==> config.mk <==
export PLATFORM = sky130hd
export DESIGN_NAME = beep_pattern_sequencer_unit
export DESIGN_NICKNAME = d
export VERILOG_FILES = /design/src/design/bps_pkg.sv /design/src/design/bps_core.sv /design/src/design/beep_pattern_sequencer_unit.sv
export SDC_FILE = /design/constraint.sdc
export NUM_CORES = 1
export LEC_CHECK = 0
export BUFFER_PORTS_ARGS = -buffer_cell sky130_fd_sc_hd__clkbuf_2
export CAP_MARGIN = 20
export CELL_PAD_IN_SITES_DETAIL_PLACEMENT = 1
export CELL_PAD_IN_SITES_GLOBAL_PLACEMENT = 2
export CORE_MARGIN = 5
export CORE_UTILIZATION = 37
export CTS_CLUSTER_SIZE = 25
export DETAILED_ROUTE_END_ITERATION = 8
export HOLD_SLACK_MARGIN = 0.02
export PLACE_DENSITY = 0.86
export SYNTH_ARGS = -nofsm -noshare
export SYNTH_HDL_FRONTEND = slang
export SYNTH_SLANG_ARGS = --single-unit
==> constraint.sdc <==
create_clock -name i_clk -period 4.3 [get_ports i_clk]
set_clock_uncertainty 0.1 [all_clocks]
set_input_delay 0 -clock i_clk [delete_from_list [all_inputs] [get_ports i_clk]]
set_output_delay 0 -clock i_clk [all_outputs]
set_load 0.005 [all_outputs]
==> src/design/bps_pkg.sv <==
package bps_pkg;

    localparam int DURATION_BITS = 16;
    localparam int COUNT_BITS    = 8;
    localparam int TICKS_BITS    = 16;

    typedef logic [DURATION_BITS-1:0] t_dur;
    typedef logic [COUNT_BITS-1:0]    t_count;

    typedef enum logic {
        REQ_TICK  = 1'b0,
        REQ_START = 1'b1
    } t_req_kind;

    typedef struct packed {
        t_req_kind             req_type;
        logic [COUNT_BITS-1:0] beep_count;
        logic [TICKS_BITS-1:0] on_ticks;
        logic [TICKS_BITS-1:0] off_ticks;
    } t_req;

    typedef struct packed {
        logic buzzer_level;
        logic burst_active;
    } t_res;

    localparam t_dur DUR_MAX = {DURATION_BITS{1'b1}};

    function automatic t_dur to_dur(input logic [TICKS_BITS-1:0] v);
        logic [DURATION_BITS+TICKS_BITS-1:0] ext;
        begin
            ext = {{DURATION_BITS{1'b0}}, v};
            return ext[DURATION_BITS-1:0];
        end
    endfunction

endpackage

==> src/design/bps_core.sv <==
module bps_core (
    input  logic          i_clk,
    input  logic          i_rst_n,
    input  logic          i_fire,
    input  bps_pkg::t_req i_req,
    output bps_pkg::t_res o_res
);

    logic            r_running;
    logic            r_phase_on;
    bps_pkg::t_count r_beeps;
    bps_pkg::t_dur   r_elapsed;
    bps_pkg::t_dur   r_on_len;
    bps_pkg::t_dur   r_off_len;

    logic            n_running;
    logic            n_phase_on;
    bps_pkg::t_count n_beeps;
    bps_pkg::t_dur   n_elapsed;
    bps_pkg::t_dur   n_on_len;
    bps_pkg::t_dur   n_off_len;

    bps_pkg::t_dur   phase_len;
    bps_pkg::t_dur   elapsed_inc;
    bps_pkg::t_count beeps_dec;

    always_comb begin
        phase_len   = r_phase_on ? r_on_len : r_off_len;
        elapsed_inc = (r_elapsed != bps_pkg::DUR_MAX) ? r_elapsed + 1'b1 : r_elapsed;
        beeps_dec   = r_beeps - 1'b1;

        n_running  = r_running;
        n_phase_on = r_phase_on;
        n_beeps    = r_beeps;
        n_elapsed  = r_elapsed;
        n_on_len   = r_on_len;
        n_off_len  = r_off_len;

        case (i_req.req_type)
            bps_pkg::REQ_START: begin
                if (!r_running) begin
                    n_running  = 1'b1;
                    n_phase_on = 1'b1;
                    n_beeps    = i_req.beep_count;
                    n_elapsed  = '0;
                    n_on_len   = bps_pkg::to_dur(i_req.on_ticks);
                    n_off_len  = bps_pkg::to_dur(i_req.off_ticks);
                end
            end
            bps_pkg::REQ_TICK: begin
                if (r_running) begin
                    n_elapsed = elapsed_inc;
                    if (elapsed_inc >= phase_len) begin
                        n_elapsed = '0;
                        if (r_phase_on) begin
                            n_beeps = beeps_dec;
                            if (beeps_dec != '0) begin
                                n_phase_on = 1'b0;
                            end else begin
                                n_running = 1'b0;
                            end
                        end else begin
                            n_phase_on = 1'b1;
                        end
                    end
                end
            end
            default: begin
                n_running = r_running;
            end
        endcase

        o_res.buzzer_level = n_running & n_phase_on;
        o_res.burst_active = n_running;
    end

    always_ff @(posedge i_clk) begin
        if (!i_rst_n) begin
            r_running  <= 1'b0;
            r_phase_on <= 1'b0;
            r_beeps    <= '0;
            r_elapsed  <= '0;
            r_on_len   <= '0;
            r_off_len  <= '0;
        end else if (i_fire) begin
            r_running  <= n_running;
            r_phase_on <= n_phase_on;
            r_beeps    <= n_beeps;
            r_elapsed  <= n_elapsed;
            r_on_len   <= n_on_len;
            r_off_len  <= n_off_len;
        end
    end

endmodule

==> src/design/beep_pattern_sequencer_unit.sv <==
// Channel   Direction  Payload           Handshake
// input     in         bps_pkg::t_req    i_in_valid / o_in_stall
// result    out        bps_pkg::t_res    o_out_valid / i_out_stall
//
// Every input transfer gives exactly one result transfer, through the input register r_in and then r_out.
// One item is taken per cycle while the result side is not stalled; a stalled result is the only limit.
// Reset is synchronous and active low; it clears the burst state and both valids.
// A stalled result holds the input register, which then stalls the input side.
module beep_pattern_sequencer_unit (
    input  logic          i_clk,
    input  logic          i_rst_n,
    input  logic          i_in_valid,
    output logic          o_in_stall,
    input  bps_pkg::t_req i_in_data,
    output logic          o_out_valid,
    input  logic          i_out_stall,
    output bps_pkg::t_res o_out_data
);

    logic          r_in_valid;
    bps_pkg::t_req r_in;
    logic          r_out_valid;
    bps_pkg::t_res r_out;

    logic          out_free;
    logic          core_fire;
    logic          in_take;
    bps_pkg::t_res core_res;

    assign out_free   = !r_out_valid || !i_out_stall;
    assign core_fire  = r_in_valid && out_free;
    assign o_in_stall = r_in_valid && !out_free;
    assign in_take    = i_in_valid && !o_in_stall;

    bps_core u_core (
        .i_clk   (i_clk),
        .i_rst_n (i_rst_n),
        .i_fire  (core_fire),
        .i_req   (r_in),
        .o_res   (core_res)
    );

    always_ff @(posedge i_clk) begin
        if (!i_rst_n) begin
            r_in_valid  <= 1'b0;
            r_out_valid <= 1'b0;
        end else begin
            if (!o_in_stall) begin
                r_in_valid <= i_in_valid;
            end
            if (out_free) begin
                r_out_valid <= core_fire;
            end
        end
    end

    always_ff @(posedge i_clk) begin
        if (in_take) begin
            r_in <= i_in_data;
        end
        if (core_fire) begin
            r_out <= core_res;
        end
    end

    assign o_out_valid = r_out_valid;
    assign o_out_data  = r_out;

    a_buzzer_needs_burst: assert property (@(posedge i_clk) disable iff (!i_rst_n)
        o_out_valid |-> (!o_out_data.buzzer_level || o_out_data.burst_active))
        else $error("buzzer sounding without an active burst");

    a_stall_only_when_full: assert property (@(posedge i_clk) disable iff (!i_rst_n)
        o_in_stall |-> (r_in_valid && r_out_valid && i_out_stall))
        else $error("input stalled while the pipeline could move");

    a_fire_gives_result: assert property (@(posedge i_clk) disable iff (!i_rst_n)
        core_fire |=> o_out_valid)
        else $error("processed item produced no result");

    a_take_loads_input: assert property (@(posedge i_clk) disable iff (!i_rst_n)
        in_take |=> r_in_valid)
        else $error("accepted transfer lost from the input register");

endmodule
==> flow_summary.ini <==
[clock_tree]
hold_buffers = 44
clkLatencyLatePin_ns = 0.36
cts_tree = yes
post_cts_buffers = 0
cts_root_buffer = clkbuf_16
clockBufferDepth = 2
htree_levels = 3
post_cts_resized = 0
numCtsBuffers = 9
clk_pin_slew_ns = 0.08
clock_sinks = 103

[cells_and_area]
area_growth_pct = 25.53
drive_gt1_share_pct = 15.88
final_area_um2 = 5968
num_antenna_cells = 0
final_common_cell = nand2_1
layout_common_cells = 87 x nand2_1, 60 x dfxtp_1, 48 x a21oi_1, 48 x clkbuf_2, 44 x dlygate4sd3_1
fin_nets = 633

[logic_synthesis]
synth_cells = 484
yosys_warnings = 0
yosysSeqAreaShare_pct = 52.42
ys_ff_latch = 103
synth-async-reset-ratio_pct = 0
synth.distinct_cells = 56
avgSynthCellArea_um2 = 9.823
syn-num-nets = 549
netlist_area_um2 = 4755
synthFlopType = dfxtp_1
synth-edff-count = 43

[floorplanning]
initial_core_util_pct = 37.68
rows = 41
die_x_um = 123.4
die_area_um2 = 15220
die_h_um = 123.4
io_pins = 49
core_um2 = 12620

[global_route]
globalRouteTotalUtil_pct = 17.63
grt_max_degree = 47
first_global_vias = 4103
gr-total-overflow = 0
antenna_found_initial = 0
grt_first_pass_wirelength_mm = 20.56

[timing]
drv_slew = 0
worstMarginPinSlew_ns = 0.8660
setup_viol = 0
hold_viol = 0
fmax_mhz = 251.9
fin_crit_ns = 3.969
rsz0062_at_grt = false
totalNegativeSetupSlack_ns = 0
period_share_pct = 92.31
relSlewSlack_pct = 42.18

[route]
first_pass_iters = 4
ant_nets = 0
via_per_inst = 5.138
drtIter0Drc = 129
vias = 3828
drc = 0
routed_wl_mm = 12.61
wl_per_cell_um = 16.93

[worst_setup_path]
cp.required_ns = 4.42
crit_path_cell_trace = ha_1, nand4_1, or2_2, xnor2_1, ha_1, nand2b_1, a2111oi_0, nor3_2, o311ai_2, mux2i_1, o2bb2ai_1
crit_fanout = 9
critical_path_class = reg2reg
cp_slowest_cell = o311ai_2
critPathCaptureType = flop
reg2reg_depth = 11
setup.worst_path.start_class = flop
path_depth = 11
cp_num_buf_inv = 0
cp_data_arrival_time_ns = 4.09
cpPeakStageDelay_ns = 0.67
crit_family = compound AO/OA/AOI/OAI gates
path_common_cell = ha_1

[power_and_ir_drop]
leakagePower_uw = 0.002290
power.density_nw_per_um2 = 361.8
peakVddDrop_mv = 0.2537

[hold_path]
hold_path.class = in2reg
whs_path_depth = 2

[placement]
placed_cell_area_um2 = 5141
dpl.hpwl_mm = 8.023
place_congestion = 0.7871
io_buffers = 48

[outcome]
status = finished, final reports clean

[job]
maxCapViolCount = 0
layout make-up:
cell class	count	area, um^2
clock buffer	9	225.2
timing repair buffer	99	785.8
clock inverter	7	86.33
tap	172	215.2
inverter	9	33.78
multi-input combinational	346	2130
sequential	103	2492
fill	1439	6651
synthesized netlist by cell type (2+ instances only):
| cell | instances | area (um^2) |
|---|---|---|
| a211oi_1 | 2 | 15.01 |
| a21o_1 | 4 | 30.03 |
| a21oi_1 | 48 | 240.2 |
| a22o_2 | 4 | 40.04 |
| a22oi_1 | 3 | 22.52 |
| a31o_2 | 2 | 17.52 |
| a31oi_1 | 7 | 43.79 |
| a41oi_1 | 2 | 17.52 |
| and2_1 | 8 | 50.05 |
| and3_1 | 8 | 50.05 |
| and4_1 | 2 | 17.52 |
| buf_1 | 3 | 11.26 |
| clkbuf_1 | 21 | 78.83 |
| dfxtp_1 | 60 | 1201 |
| edfxtp_1 | 43 | 1291 |
| ha_1 | 20 | 250.2 |
| inv_1 | 8 | 30.03 |
| mux2_2 | 3 | 33.78 |
| mux2i_1 | 19 | 190.2 |
| nand2_1 | 87 | 326.6 |
| nand2b_1 | 5 | 31.28 |
| nand3_1 | 16 | 80.08 |
| nand4_1 | 5 | 31.28 |
| nor2_1 | 29 | 108.9 |
| nor2b_1 | 4 | 25.02 |
| nor3_1 | 4 | 20.02 |
| nor3b_1 | 2 | 15.01 |
| nor4_1 | 4 | 25.02 |
| o211ai_1 | 3 | 22.52 |
| o21a_1 | 2 | 15.01 |
| o21ai_0 | 18 | 90.09 |
| o31ai_1 | 3 | 22.52 |
| or2_2 | 2 | 12.51 |
| or3_1 | 3 | 18.77 |
| xnor2_1 | 5 | 43.79 |
| xor2_1 | 5 | 43.79 |
routing by layer:
| layer | vias to the layer above | part of all wire [%] | track usage (%) | routed length (um) |
|---|---|---|---|---|
| met4 | 0 | 2.0 | 7.128 | 248 |
| met3 | 16 | 2.4 | 3.111 | 308 |
| met5 | - | 0 | 0 | 0 |
| li1 | 1915 | - | - | - |
| met1 | 1849 | 45 | 21.45 | 5626 |
| met2 | 48 | 51 | 30.78 | 6431 |
final timing paths:
kind | slack (ns) | end | start
setup / recovery | 0.33 | u_core.r_beeps[0]$_SDFFE_PN0P_ | u_core.r_elapsed[0]$_SDFFE_PN0P_
hold / removal | 0.25 | r_in[20]$_DFFE_PP_ | i_in_data[20]
setup reg to reg | 0.33 | u_core.r_beeps[0]$_SDFFE_PN0P_ | u_core.r_elapsed[0]$_SDFFE_PN0P_
hold reg to reg | 0.36 | u_core.r_off_len[13]$_SDFFE_PN0P_ | u_core.r_off_len[13]$_SDFFE_PN0P_
through the flow:
step	total power, uW	cells	setup slack [ns]	utilization, %	hold slack [ns]
floorplan	1210	484	0.6520	-	-0.001131
global placement	1258	682	0.4677	40.74	0.07628
detailed placement	1268	682	0.3356	40.74	0.07910
CTS	2159	742	0.3288	46.70	0.2368
global route	2244	745	0.07241	47.29	0.2501
finish	2159	745	0.3306	47.29	0.2511
sequential cells by signal (all words and copies together) (netlist names):
| name | flops |
|---|---|
| o_out_data | 2 |
| u_core.r_off_len | 16 |
| r_in | 41 |
| u_core.r_elapsed | 16 |
| u_core.r_on_len | 16 |
| o_out_valid | 1 |
| r_in_valid | 1 |
| u_core.r_beeps | 8 |
| u_core.r_running | 1 |
| u_core.r_phase_on | 1 |
power by group:
group / internal, uW / switching, uW
sequential: 1060 / 25.3
clock: 466 / 404
combinational: 95.5 / 109
cell families after synthesis:
logic type               after synthesis  share of synthesized area, %
AND/OR/NAND/NOR                      184                         18.21
AO/OA/AOI/OAI                        110                         14.61
flip-flops                           103                         52.42
buffers and inverters                 35                         2.947
multiplexers                          22                         4.710
adder cells (fa/ha/maj)               20                         5.263
XOR/XNOR                              10                         1.842
No activity file was read; power rests on OpenSTA's default activity.
